$ cat config.mk
export PLATFORM = sky130hd
export DESIGN_NAME = ringtone_text_note_parser
export DESIGN_NICKNAME = d
export VERILOG_FILES = /design/src/rtl/rtnp_pkg.sv /design/src/rtl/rtnp_divider.sv /design/src/rtl/ringtone_text_note_parser.sv
export SDC_FILE = /design/constraint.sdc
export NUM_CORES = 1
export LEC_CHECK = 0
export ABC_AREA = 1
export ABC_CLOCK_PERIOD_IN_PS = 3350
export BUFFER_PORTS_ARGS = -buffer_cell sky130_fd_sc_hd__buf_2
export CAP_MARGIN = 20
export CORE_MARGIN = 2
export CORE_UTILIZATION = 35
export DETAILED_ROUTE_END_ITERATION = 7
export SLEW_MARGIN = 5
export SYNTH_ARGS = -nofsm -noshare
export SYNTH_HDL_FRONTEND = slang
export SYNTH_HIERARCHICAL = 1
export SYNTH_SLANG_ARGS = --single-unit
export TNS_END_PERCENT = 100
$ cat constraint.sdc
create_clock -name clock -period 3.35 [get_ports clock]
set_input_delay 0.1675 -clock clock [delete_from_list [all_inputs] [get_ports clock]]
set_output_delay 0.1675 -clock clock [all_outputs]
set_load 0.03 [all_outputs]
$ cat src/rtl/rtnp_pkg.sv
// Package for the ringtone text note parser: field widths, character codes,
// parse phase and sequencer state types, and the note letter decode.
// No dependencies.
`timescale 1ns / 1ps

package rtnp_pkg;

   localparam int CharWidth     = 8;
   localparam int NumWidth      = 16;
   localparam int CodeWidth     = 3;
   localparam int OctWidth      = 4;
   localparam int WholeWidth    = 17;
   localparam int DurWidth      = 18;
   localparam int DivStepWidth  = $clog2(WholeWidth);

   localparam logic [CharWidth-1:0] ChNul   = 8'h00;
   localparam logic [CharWidth-1:0] ChColon = 8'h3A;
   localparam logic [CharWidth-1:0] ChComma = 8'h2C;
   localparam logic [CharWidth-1:0] ChSharp = 8'h23;
   localparam logic [CharWidth-1:0] ChDot   = 8'h2E;
   localparam logic [CharWidth-1:0] ChZero  = 8'h30;
   localparam logic [CharWidth-1:0] ChThree = 8'h33;
   localparam logic [CharWidth-1:0] ChSeven = 8'h37;
   localparam logic [CharWidth-1:0] ChNine  = 8'h39;
   localparam logic [CharWidth-1:0] ChLowD  = 8'h64;
   localparam logic [CharWidth-1:0] ChLowO  = 8'h6F;
   localparam logic [CharWidth-1:0] ChLowB  = 8'h62;
   localparam logic [CharWidth-1:0] ChUpA   = 8'h41;
   localparam logic [CharWidth-1:0] ChUpG   = 8'h47;
   localparam logic [CharWidth-1:0] ChLowA  = 8'h61;
   localparam logic [CharWidth-1:0] ChLowG  = 8'h67;

   localparam logic [NumWidth-1:0]   DefDivisor = 16'd4;
   localparam logic [OctWidth-1:0]   DefOctave  = 4'd6;
   localparam logic [NumWidth-1:0]   DefBpm     = 16'd63;
   localparam logic [NumWidth-1:0]   NumMax     = 16'hFFFF;
   localparam logic [WholeWidth-1:0] BeatMsX2   = 17'd30000;

   typedef enum logic [3:0] {
      PH_TITLE, PH_D_CHK, PH_D_EQ, PH_D_NUM, PH_O_CHK, PH_O_EQ, PH_O_VAL,
      PH_O_SEP, PH_B_CHK, PH_B_EQ, PH_B_NUM, PH_N_DUR, PH_N_SHARP, PH_N_DOT,
      PH_N_OCT, PH_N_END
   } phase_type;

   typedef enum logic [2:0] {
      CTL_IDLE, CTL_PARSE, CTL_WHOLE_DIV, CTL_NOTE_DIV, CTL_EMIT
   } ctl_type;

   function automatic logic [CodeWidth-1:0] letter_code(input logic [CharWidth-1:0] c);
      logic [CharWidth-1:0] u;
      logic [CharWidth-1:0] d;
      u = c;
      if (c >= ChLowA && c <= ChLowG) u = c - 8'd32;
      d = u - ChUpA + 8'd1;
      if (u >= ChUpA && u <= ChUpG) return d[CodeWidth-1:0];
      return '0;
   endfunction

endpackage

$ cat src/rtl/rtnp_divider.sv
// Restoring radix-2 divider, one quotient bit per cycle.
// Depends on rtnp_pkg for the operand widths.
`timescale 1ns / 1ps

module rtnp_divider (
   input  logic                              clock,
   input  logic                              reset,
   input  logic                              start,
   input  logic [rtnp_pkg::WholeWidth-1:0]   dividend,
   input  logic [rtnp_pkg::NumWidth-1:0]     divisor,
   output logic                              done,
   output logic [rtnp_pkg::WholeWidth-1:0]   quotient
);
   import rtnp_pkg::*;

   localparam logic [DivStepWidth-1:0] LastStep = DivStepWidth'(WholeWidth - 1);

   logic                     busy_ff, busy_in;
   logic                     done_ff, done_in;
   logic [DivStepWidth-1:0]  count_ff, count_in;
   logic [NumWidth-1:0]      rem_ff, rem_in;
   logic [NumWidth-1:0]      dsr_ff, dsr_in;
   logic [WholeWidth-1:0]    quo_ff, quo_in;
   logic [NumWidth:0]        trial;
   logic [NumWidth:0]        diff;

   assign trial = {rem_ff, quo_ff[WholeWidth-1]};
   assign diff  = trial - {1'b0, dsr_ff};

   always_comb begin
      busy_in  = busy_ff;
      done_in  = 1'b0;
      count_in = count_ff;
      rem_in   = rem_ff;
      dsr_in   = dsr_ff;
      quo_in   = quo_ff;
      if (start) begin
         busy_in  = 1'b1;
         count_in = '0;
         rem_in   = '0;
         dsr_in   = divisor;
         quo_in   = dividend;
      end else if (busy_ff) begin
         // keep the trial remainder only when the divisor fits
         if (trial >= {1'b0, dsr_ff}) begin
            rem_in = diff[NumWidth-1:0];
            quo_in = {quo_ff[WholeWidth-2:0], 1'b1};
         end else begin
            rem_in = trial[NumWidth-1:0];
            quo_in = {quo_ff[WholeWidth-2:0], 1'b0};
         end
         count_in = count_ff + 1'b1;
         if (count_ff == LastStep) begin
            busy_in = 1'b0;
            done_in = 1'b1;
         end
      end
   end

   always_ff @(posedge clock) begin
      if (reset) begin
         busy_ff  <= 1'b0;
         done_ff  <= 1'b0;
         count_ff <= '0;
      end else begin
         busy_ff  <= busy_in;
         done_ff  <= done_in;
         count_ff <= count_in;
      end
      rem_ff <= rem_in;
      dsr_ff <= dsr_in;
      quo_ff <= quo_in;
   end

   assign done     = done_ff;
   assign quotient = quo_ff;

endmodule

$ cat src/rtl/ringtone_text_note_parser.sv
// Ringtone text parser: byte sequencer with a shared iterative divider.
// A plain byte is accepted in CTL_IDLE, then handled in CTL_PARSE once per parse phase visited.
// Entering the note list adds the 30000/bpm divide in CTL_WHOLE_DIV; a byte
// that closes a note (',' or NUL) adds the note divide in CTL_NOTE_DIV, then CTL_EMIT.
// A new byte is taken only in CTL_IDLE, once the last one is done; CTL_EMIT waits on rsp_ready.
// Reset (synchronous): title skip, defaults d=4, o=6, b=63, no note pending.
`timescale 1ns / 1ps

module ringtone_text_note_parser (
   input  logic                              clock,
   input  logic                              reset,
   input  logic                              req_valid,
   output logic                              req_ready,
   input  logic [rtnp_pkg::CharWidth-1:0]    req_ch,
   output logic                              rsp_valid,
   input  logic                              rsp_ready,
   output logic                              rsp_note_valid,
   output logic [rtnp_pkg::CodeWidth-1:0]    rsp_note_code,
   output logic                              rsp_sharp,
   output logic [rtnp_pkg::OctWidth-1:0]     rsp_octave,
   output logic [rtnp_pkg::DurWidth-1:0]     rsp_duration_ms,
   output logic                              rsp_tune_done
);
   import rtnp_pkg::*;

   ctl_type               ctl_ff, ctl_in;
   phase_type             phase_ff, phase_in;
   logic [CharWidth-1:0]  ch_ff, ch_in;
   logic                  done_ff, done_in;
   logic                  again_ff, again_in;
   logic [NumWidth-1:0]   ddiv_ff, ddiv_in;
   logic [OctWidth-1:0]   doct_ff, doct_in;
   logic [NumWidth-1:0]   bpm_ff, bpm_in;
   logic [WholeWidth-1:0] whole_ff, whole_in;
   logic [NumWidth-1:0]   acc_ff, acc_in;
   logic [CodeWidth-1:0]  plet_ff, plet_in;
   logic                  psharp_ff, psharp_in;
   logic                  pdot_ff, pdot_in;
   logic [OctWidth-1:0]   poct_ff, poct_in;
   logic                  pend_ff, pend_in;

   logic                  rsp_valid_ff, rsp_valid_in;
   logic                  rsp_nv_ff, rsp_nv_in;
   logic [CodeWidth-1:0]  rsp_code_ff, rsp_code_in;
   logic                  rsp_sharp_ff, rsp_sharp_in;
   logic [OctWidth-1:0]   rsp_oct_ff, rsp_oct_in;
   logic [DurWidth-1:0]   rsp_dur_ff, rsp_dur_in;
   logic                  rsp_done_ff, rsp_done_in;

   logic                  div_start;
   logic [WholeWidth-1:0] div_dividend;
   logic [NumWidth-1:0]   div_divisor;
   logic                  div_done;
   logic [WholeWidth-1:0] div_quo;

   logic                  is_digit;
   logic [NumWidth+3:0]   acc_next;
   logic [NumWidth-1:0]   acc_sat;
   logic [NumWidth-1:0]   note_div;
   logic [DurWidth-1:0]   dur;

   rtnp_divider u_div (
      .clock    (clock),
      .reset    (reset),
      .start    (div_start),
      .dividend (div_dividend),
      .divisor  (div_divisor),
      .done     (div_done),
      .quotient (div_quo)
   );

   assign is_digit = (ch_ff >= ChZero) && (ch_ff <= ChNine);
   assign acc_next = ({4'b0, acc_ff} << 3) + ({4'b0, acc_ff} << 1)
                     + {16'b0, ch_ff[3:0]};
   assign acc_sat  = (acc_next > {4'b0, NumMax}) ? NumMax : acc_next[NumWidth-1:0];
   assign note_div = (acc_ff != '0) ? acc_ff :
                     ((ddiv_ff != '0) ? ddiv_ff : NumWidth'(1));
   assign dur      = {1'b0, div_quo} + {2'b0, div_quo[WholeWidth-1:1]};

   always_comb begin
      ctl_in    = ctl_ff;
      phase_in  = phase_ff;
      ch_in     = ch_ff;
      done_in   = done_ff;
      again_in  = again_ff;
      ddiv_in   = ddiv_ff;
      doct_in   = doct_ff;
      bpm_in    = bpm_ff;
      whole_in  = whole_ff;
      acc_in    = acc_ff;
      plet_in   = plet_ff;
      psharp_in = psharp_ff;
      pdot_in   = pdot_ff;
      poct_in   = poct_ff;
      pend_in   = pend_ff;

      rsp_valid_in = rsp_valid_ff & ~rsp_ready;
      rsp_nv_in    = rsp_nv_ff;
      rsp_code_in  = rsp_code_ff;
      rsp_sharp_in = rsp_sharp_ff;
      rsp_oct_in   = rsp_oct_ff;
      rsp_dur_in   = rsp_dur_ff;
      rsp_done_in  = rsp_done_ff;

      div_start    = 1'b0;
      div_dividend = {1'b0, acc_ff};
      div_divisor  = note_div;

      req_ready = (ctl_ff == CTL_IDLE);

      unique case (ctl_ff)
         CTL_IDLE: begin
            if (req_valid) begin
               ch_in = req_ch;
               if (req_ch == ChNul) begin
                  done_in = 1'b1;
                  if (pend_ff) begin
                     div_start    = 1'b1;
                     div_dividend = whole_ff;
                     ctl_in       = CTL_NOTE_DIV;
                  end else begin
                     ctl_in = CTL_EMIT;
                  end
               end else begin
                  done_in = 1'b0;
                  ctl_in  = CTL_PARSE;
               end
            end
         end
         CTL_PARSE: begin
            // default: byte consumed; arms that re-dispatch keep CTL_PARSE
            ctl_in = CTL_IDLE;
            unique case (phase_ff)
               PH_TITLE: if (ch_ff == ChColon) phase_in = PH_D_CHK;
               PH_D_CHK: begin
                  if (ch_ff == ChLowD) phase_in = PH_D_EQ;
                  else begin
                     phase_in = PH_O_CHK;
                     ctl_in   = CTL_PARSE;
                  end
               end
               PH_D_EQ: begin
                  acc_in   = '0;
                  phase_in = PH_D_NUM;
               end
               PH_D_NUM: begin
                  if (is_digit) acc_in = acc_sat;
                  else begin
                     if (acc_ff != '0) ddiv_in = acc_ff;
                     acc_in   = '0;
                     phase_in = PH_O_CHK;
                  end
               end
               PH_O_CHK: begin
                  if (ch_ff == ChLowO) phase_in = PH_O_EQ;
                  else begin
                     phase_in = PH_B_CHK;
                     ctl_in   = CTL_PARSE;
                  end
               end
               PH_O_EQ: phase_in = PH_O_VAL;
               PH_O_VAL: begin
                  if (ch_ff >= ChThree && ch_ff <= ChSeven) doct_in = ch_ff[3:0];
                  phase_in = PH_O_SEP;
               end
               PH_O_SEP: phase_in = PH_B_CHK;
               PH_B_CHK: begin
                  if (ch_ff == ChLowB) phase_in = PH_B_EQ;
                  else begin
                     // enter the note list, then parse this byte again
                     div_start    = 1'b1;
                     div_dividend = BeatMsX2;
                     div_divisor  = (bpm_ff != '0) ? bpm_ff : DefBpm;
                     acc_in       = '0;
                     phase_in     = PH_N_DUR;
                     again_in     = 1'b1;
                     ctl_in       = CTL_WHOLE_DIV;
                  end
               end
               PH_B_EQ: begin
                  acc_in   = '0;
                  phase_in = PH_B_NUM;
               end
               PH_B_NUM: begin
                  if (is_digit) acc_in = acc_sat;
                  else begin
                     bpm_in       = (acc_ff != '0) ? acc_ff : DefBpm;
                     div_start    = 1'b1;
                     div_dividend = BeatMsX2;
                     div_divisor  = (acc_ff != '0) ? acc_ff : DefBpm;
                     acc_in       = '0;
                     phase_in     = PH_N_DUR;
                     again_in     = 1'b0;
                     ctl_in       = CTL_WHOLE_DIV;
                  end
               end
               PH_N_DUR: begin
                  if (is_digit) acc_in = acc_sat;
                  else begin
                     plet_in  = letter_code(ch_ff);
                     pend_in  = 1'b1;
                     phase_in = PH_N_SHARP;
                  end
               end
               PH_N_SHARP: begin
                  phase_in = PH_N_DOT;
                  if (ch_ff == ChSharp) psharp_in = 1'b1;
                  else ctl_in = CTL_PARSE;
               end
               PH_N_DOT: begin
                  phase_in = PH_N_OCT;
                  if (ch_ff == ChDot) pdot_in = 1'b1;
                  else ctl_in = CTL_PARSE;
               end
               PH_N_OCT: begin
                  phase_in = PH_N_END;
                  if (is_digit) poct_in = ch_ff[3:0];
                  else ctl_in = CTL_PARSE;
               end
               PH_N_END: begin
                  if (ch_ff == ChComma) begin
                     div_start    = 1'b1;
                     div_dividend = whole_ff;
                     ctl_in       = CTL_NOTE_DIV;
                  end else begin
                     // missing comma: drop the note, reparse as a new note
                     plet_in   = '0;
                     psharp_in = 1'b0;
                     pdot_in   = 1'b0;
                     poct_in   = '0;
                     pend_in   = 1'b0;
                     acc_in    = '0;
                     phase_in  = PH_N_DUR;
                     ctl_in    = CTL_PARSE;
                  end
               end
               default: ctl_in = CTL_IDLE;
            endcase
         end
         CTL_WHOLE_DIV: begin
            if (div_done) begin
               whole_in = {div_quo[WholeWidth-3:0], 2'b00};
               ctl_in   = again_ff ? CTL_PARSE : CTL_IDLE;
            end
         end
         CTL_NOTE_DIV: begin
            if (div_done) ctl_in = CTL_EMIT;
         end
         CTL_EMIT: begin
            if (!rsp_valid_ff || rsp_ready) begin
               rsp_valid_in = 1'b1;
               rsp_nv_in    = pend_ff;
               rsp_code_in  = pend_ff ? plet_ff : '0;
               rsp_sharp_in = pend_ff & psharp_ff;
               rsp_oct_in   = !pend_ff ? '0 : ((poct_ff != '0) ? poct_ff : doct_ff);
               rsp_dur_in   = !pend_ff ? '0 : (pdot_ff ? dur : {1'b0, div_quo});
               rsp_done_in  = done_ff;
               plet_in   = '0;
               psharp_in = 1'b0;
               pdot_in   = 1'b0;
               poct_in   = '0;
               pend_in   = 1'b0;
               acc_in    = '0;
               phase_in  = PH_N_DUR;
               if (done_ff) begin
                  phase_in = PH_TITLE;
                  ddiv_in  = DefDivisor;
                  doct_in  = DefOctave;
                  bpm_in   = DefBpm;
                  whole_in = '0;
               end
               ctl_in = CTL_IDLE;
            end
         end
         default: ctl_in = CTL_IDLE;
      endcase
   end

   always_ff @(posedge clock) begin
      if (reset) begin
         ctl_ff       <= CTL_IDLE;
         phase_ff     <= PH_TITLE;
         done_ff      <= 1'b0;
         again_ff     <= 1'b0;
         ddiv_ff      <= DefDivisor;
         doct_ff      <= DefOctave;
         bpm_ff       <= DefBpm;
         whole_ff     <= '0;
         acc_ff       <= '0;
         plet_ff      <= '0;
         psharp_ff    <= 1'b0;
         pdot_ff      <= 1'b0;
         poct_ff      <= '0;
         pend_ff      <= 1'b0;
         rsp_valid_ff <= 1'b0;
      end else begin
         ctl_ff       <= ctl_in;
         phase_ff     <= phase_in;
         done_ff      <= done_in;
         again_ff     <= again_in;
         ddiv_ff      <= ddiv_in;
         doct_ff      <= doct_in;
         bpm_ff       <= bpm_in;
         whole_ff     <= whole_in;
         acc_ff       <= acc_in;
         plet_ff      <= plet_in;
         psharp_ff    <= psharp_in;
         pdot_ff      <= pdot_in;
         poct_ff      <= poct_in;
         pend_ff      <= pend_in;
         rsp_valid_ff <= rsp_valid_in;
      end
      ch_ff        <= ch_in;
      rsp_nv_ff    <= rsp_nv_in;
      rsp_code_ff  <= rsp_code_in;
      rsp_sharp_ff <= rsp_sharp_in;
      rsp_oct_ff   <= rsp_oct_in;
      rsp_dur_ff   <= rsp_dur_in;
      rsp_done_ff  <= rsp_done_in;
   end

   assign rsp_valid       = rsp_valid_ff;
   assign rsp_note_valid  = rsp_nv_ff;
   assign rsp_note_code   = rsp_code_ff;
   assign rsp_sharp       = rsp_sharp_ff;
   assign rsp_octave      = rsp_oct_ff;
   assign rsp_duration_ms = rsp_dur_ff;
   assign rsp_tune_done   = rsp_done_ff;

endmodule
==> results.json, run 1 <==
{
  "status": "complete, no violations",
  "synth-async-reset-ratio": 0,
  "yosysUniqueCellTypes": 59,
  "yosys.area_share.simple": 0.3234,
  "ctsLongestPathBuffers": 2,
  "hold_end": "rsp_valid",
  "routed_wl_um": 33730,
  "hold_ws_ns": 0.1022,
  "dieArea_sq_um": 36190,
  "gp_congestion": 0.8900,
  "clkTransAtPathRegs_ns": 0.07,
  "holdBufCountCts": 8,
  "drt_iter0_drc": 902,
  "num_vias": 11185,
  "fmax_mhz": 341.4,
  "synth_largest_area_cell": "dfxtp_1",
  "avgSynthCellArea_sq_um": 7.087,
  "clock_power_share": 0.312,
  "crit_slowest_cell": "edfxtp_1",
  "endpoint_kind": "register",
  "cts.sinks": 179,
  "grt_pass1_wl_um": 54900,
  "cts_setup_buffers": 0,
  "ff2ff_setup_slack_ns": 0.42,
  "cap_violations": 0,
  "ir_drop_mv": 0.3843,
  "internal_power_mw": 4.109,
  "synthAdderAreaFrac": 0.07668,
  "diodes": 0,
  "area.growth.synth_to_final_pct": 11.45,
  "ys_seq_area_frac": 0.3521,
  "synth.net_count": 1797,
  "ys_seq_elements": 179,
  "setup_violations": 0,
  "port-buffer-count": 41,
  "cts-root-buf": "clkbuf_16",
  "grt.total_usage": 0.1895,
  "cp_common_cell": "nand2_1",
  "critPathTopFamily": "adder cells",
  "layout-drive-gt1-share": 0.1072,
  "worst_slew_pin_slew_ns": 0.9996,
  "placed_cells": 2188,
  "final.min_clock_period_ns": 2.929,
  "yosys_warnings": 6,
  "path_buf_inv": 1,
  "grt_max_degree": 56,
  "first_global_vias": 10458,
  "yosys_most_used_dff": "dfxtp_1",
  "rsz0062_at_grt": "no",
  "drv_slew": 0,
  "p_leak_nw": 6.342,
  "r2r-end": "acc_ff[7]",
  "worstPathCellList": "ha_1 -> ha_1 -> fa_1 -> nand3_1 -> nand3_1 -> nand2_1 -> nand2_1 -> nand2_1 -> nand2_1 -> nand2_1 -> nand2_1 -> nor2_1 -> buf_4 -> nand3_1 -> nand2_1 -> a21oi_2",
  "start_util": 0.3532,
  "synth.area.top_cells": "dfxtp_1, edfxtp_1, nand2_1",
  "hp-start": "rsp_ready",
  "cp_data_arrival_time_ns": 3.23,
  "hpwlAfterDp_um": 25240,
  "period_share": 0.8743,
  "synth-compound-area-share": 0.1378,
  "die_w_um": 190.2,
  "syn_inst": 1713,
  "path_class": "reg2reg",
  "drc": 0,
  "synth_most_common_cell": "nand2_1",
  "cts_tree": "built",
  "final_core_util": 0.3936,
  "numCtsBuffers": 17,
  "synth_commonest_cells": "nand2_1, inv_1, nor2_1, a21oi_1, nand3_1",
  "synth_top_family_by_area": "simple AND/OR/NAND/NOR gates",
  "worstPathRequired_ns": 3.65,
  "seq_power_share": 0.398,
  "rows": 68,
  "die_y_um": 190.2,
  "pwr_density_cell_nw_per_um2": 485.4,
  "ant_nets": 0,
  "yosys.area_share.xor_xnor": 0.01587,
  "syn-cell-area_sq_um": 12140,
  "fin_tns_setup_ns": 0,
  "cts_max_level": 4,
  "reg2reg_from": "ch_ff[2]",
  "vias_per_cell": 5.020,
  "reg2reg_depth": 16,
  "fin_cells": 2228,
  "fin_nets": 1844,
  "antenna_found_initial": 0,
  "hold_violations": 0,
  "cp_max_fo": 15,
  "startpoint": "ch_ff[2]",
  "wl_per_cell_um": 15.14,
  "synth_top_area_frac": 0.1814,
  "skew_ns": 0.01655,
  "core_area_sq_um": 34370,
  "hold_class": "in2reg",
  "ios": 42,
  "power_frac_comb": 0.289,
  "switching_share": 0.3743,
  "hold_depth": 4,
  "cts_resized": 0,
  "slowest_delay_ns": 0.51,
  "synth_edf_count": 69,
  "clkLatencyLatePin_ns": 0.45,
  "switchingPower_mw": 2.458,
  "start_kind": "register",
  "dr.pass1.iters": 5,
  "synth_mux_area_frac": 0,
  "grt_remaining_overflow": 0,
  "power_mw": 6.568,
  "relSlewSlack": 0.3329
}
==> sequential cells by signal (all words and copies together), names as in the netlist, 4 cells and up <==
signal           flops
acc_ff              16
bpm_ff              16
ch_ff                8
ddiv_ff             16
doct_ff              4
phase_ff             4
poct_ff              4
rsp_duration_ms     18
rsp_octave           4
u_div/count_ff       5
u_div/dsr_ff        16
u_div/quotient      17
u_div/rem_ff        16
whole_ff            15
==> power groups by stage <==
stage	registers [mW]	clock network [mW]	logic [mW]
3_5_place_dp	2.66	0	1.87
3_3_place_gp	2.66	0	1.86
6_report	2.62	2.05	1.90
5_1_grt	2.64	2.18	2.14
4_1_cts	2.61	2.09	1.89
2_1_floorplan	2.61	0	1.52
==> worst max-delay path by stage <==
stage          cells after the start                 to
2_1_floorplan                     12  u_div/quotient[0]
3_3_place_gp                      16         acc_ff[11]
3_5_place_dp                      16          acc_ff[7]
4_1_cts                           16          acc_ff[7]
5_1_grt                           16         acc_ff[10]
6_report                          16          acc_ff[7]
==> per-layer routing <==
| layer | global-route usage | part of all wire |
|---|---|---|
| met5 | 0 | 0 |
| met4 | 0.05725 | 0.021 |
| met3 | 0.02374 | 0.040 |
| met2 | 0.3071 | 0.45 |
| met1 | 0.2634 | 0.49 |
==> per-stage QoR <==
step	setup WS, ns	area, sq um
global placement	0.5038	12850
finish	0.4213	13530
detailed placement	0.4672	12850
CTS	0.4248	13530
global route	0.1612	13530
floorplan	0.4931	12140
==> layout make-up <==
cell class / count / area (sq um)
Sequential cell: 179 / 4274
Tap cell: 455 / 569.3
Clock inverter: 14 / 166.4
Inverter: 239 / 898.4
Fill cell: 3599 / 20840
Timing Repair Buffer: 73 / 465.4
Clock buffer: 18 / 429.2
Multi-Input combinational cell: 1250 / 6728
==> tightest hold or removal path, stage by stage <==
cell	delay, ns
buf_2	0.11
nor2_1	0.08
inv_1	0.07
a21oi_1	0.06
==> kinds of logic after synthesis <==
family | count (synthesis)
AO/OA/AOI/OAI | 301
buffers and inverters | 284
AND/OR/NAND/NOR | 855
adder cells (fa/ha/maj) | 72
flip-flops | 179
XOR/XNOR | 22
==> layout by cell type (no fill, tap or decap), drive strengths merged, types with 5 or more instances in the layout <==
cell         count
o21ai          115
ha              68
a21oi          146
nand3          125
dlygate4sd3      8
edfxtp          69
xnor2           17
o221ai           8
dfxtp          110
nor3            14
nand2          503
xor2             5
clkbuf          18
clkinv          12
nand3b          24
inv            240
nor2           159
o211ai          13
nand4           18
nor4             6
buf             65
No activity file was read; power rests on OpenSTA's default activity.
==> inputs of run 2 (changes only) <==
--- a/config.mk
+++ b/config.mk
@@ -12,6 +12,7 @@
 export CORE_MARGIN = 2
 export CORE_UTILIZATION = 35
 export DETAILED_ROUTE_END_ITERATION = 7
+export MAX_ROUTING_LAYER = met4
 export SLEW_MARGIN = 5
 export SYNTH_ARGS = -nofsm -noshare
 export SYNTH_HDL_FRONTEND = slang
==> run 2 against run 1 <==
Net effect:
- power is essentially flat
- core utilization stayed put
- clock skew up 0.0047 ns
- non-clock buffer count is the same
- flip-flop and latch count is the same
- register-to-register slack better by 0.05 ns
- combinational power about the same
- first-iteration DRC count is 11% lower
- largest cell class unchanged
==> results.json, run 2 (synthesis gave the netlist of run 1 again) <==
{
  "ant_nets": 0,
  "pwr_density_cell_nw_per_um2": 485.0,
  "hpwlAfterDp_um": 25660,
  "ff2ff_setup_slack_ns": 0.47,
  "antenna_found_initial": 0,
  "hold_class": "in2reg",
  "hold_violations": 0,
  "num_vias": 11102,
  "routed_wl_um": 34010,
  "ctsLongestPathBuffers": 2,
  "grt_max_degree": 56,
  "numCtsBuffers": 17,
  "critPathTopFamily": "adder cells",
  "layout_common_cells": "nand2_1, inv_1, nor2_1",
  "gp_congestion": 0.9158,
  "relSlewSlack": 0.3267,
  "worstPathRequired_ns": 3.66,
  "setup_violations": 0,
  "vias_per_cell": 4.983,
  "layout_commonest_cell": "nand2_1",
  "ir_drop_mv": 0.3760,
  "dr.pass1.iters": 5,
  "clkTransAtPathRegs_ns": 0.07,
  "area.growth.synth_to_final_pct": 11.45,
  "worstPathCellList": "ha_1 -> ha_1 -> fa_1 -> nand3_1 -> nand3_1 -> nand2_1 -> nand2_1 -> nand2_1 -> nand2_1 -> nand2_1 -> nand2_1 -> nor2_1 -> buf_4 -> nand3_1 -> nand2_1 -> a21oi_2",
  "path_class": "reg2reg",
  "period_share": 0.8590,
  "core_area_sq_um": 34370,
  "dieArea_sq_um": 36190,
  "cts.sinks": 179,
  "ios": 42,
  "skew_ns": 0.02127,
  "port-buffer-count": 41,
  "hold_end": "rsp_valid",
  "grt_remaining_overflow": 0,
  "die_w_um": 190.2,
  "final.min_clock_period_ns": 2.878,
  "cts_setup_buffers": 0,
  "grt.total_usage": 0.1997,
  "cp_data_arrival_time_ns": 3.19,
  "worst_slew_pin_slew_ns": 1.009,
  "rsz0062_at_grt": "no",
  "drc": 0,
  "die_y_um": 190.2,
  "rows": 68,
  "clkLatencyLatePin_ns": 0.46,
  "cp_common_cell": "nand2_1",
  "cp_max_fo": 16,
  "largest_register_ffs": 18,
  "grt_pass1_wl_um": 55860,
  "start_kind": "register",
  "drv_slew": 0,
  "crit_slowest_cell": "edfxtp_1",
  "layout-drive-gt1-share": 0.1072,
  "reg2reg_from": "ch_ff[2]",
  "cts-root-buf": "clkbuf_16",
  "fin_nets": 1844,
  "cts_max_level": 4,
  "start_util": 0.3532,
  "first_global_vias": 10788,
  "status": "complete, no violations",
  "r2r-end": "acc_ff[11]",
  "fmax_mhz": 347.5,
  "hold_depth": 4,
  "cts_tree": "built",
  "p_leak_nw": 6.341,
  "fin_tns_setup_ns": 0,
  "wl_per_cell_um": 15.26,
  "cap_violations": 0,
  "placed_cells": 2188,
  "fin_cells": 2228,
  "hp-start": "rsp_ready",
  "diodes": 0,
  "drt_iter0_drc": 804,
  "slowest_delay_ns": 0.51,
  "reg2reg_depth": 16,
  "endpoint_kind": "register",
  "path_buf_inv": 1
}
## run 2: how the worst max path moves through the flow
stage | start | end | depth (start not counted)
3_5_place_dp | u_div/quotient[1] | rsp_duration_ms[10] | 11
3_3_place_gp | ch_ff[2] | acc_ff[11] | 16
4_1_cts | ch_ff[2] | acc_ff[1] | 16
5_1_grt | u_div/quotient[1] | rsp_duration_ms[10] | 11
6_report | ch_ff[2] | acc_ff[11] | 16
2_1_floorplan | ch_ff[3] | u_div/quotient[0] | 12
## run 2: worst min-delay path: stages
cell     delay [ns]
buf_2          0.11
nor2_1         0.08
inv_1          0.07
a21oi_1        0.07
## run 2: timing repair
item,4_1_cts,5_1_grt
endpoints found under the hold margin,8,0
resized for setup,0,0
hold buffers,8,0
## run 2: metal layers
metal / track usage / routed length, um / vias to the layer above
li1: - / - / 5720
met1: 0.2663 / 16430 / 5087
met2: 0.3076 / 15140 / 245
met3: 0.03165 / 1498 / 50
met4: 0.06947 / 941 / 0
met5: - / 0 / -
## run 2: through the flow
step	util	setup slack (ns)	total power, mW	cell area (sq um)	hold WS, ns
after CTS	0.3936	0.4696	6.606	13530	0.07681
after global routing	0.3936	0.1822	6.966	13530	0.1097
after global placement	0.3740	0.5394	4.518	12850	0.3611
after floorplan	-	0.4931	4.131	12140	0.2664
after detailed placement	0.3740	0.4955	4.537	12850	0.3602
final	0.3936	0.4722	6.562	13530	0.1082
## run 2: final cells by class
type / instances / area (sq um)
Fill cell: 3652 / 20840
Sequential cell: 179 / 4274
Clock buffer: 18 / 429.2
Inverter: 239 / 898.4
Tap cell: 455 / 569.3
Clock inverter: 14 / 166.4
Multi-Input combinational cell: 1250 / 6728
Timing Repair Buffer: 73 / 465.4
## run 2: power by group
group          internal (mW)  switching [mW]
registers               2.46           0.155
clock network           1.00            1.04
logic                  0.643            1.26
total                   4.11            2.45
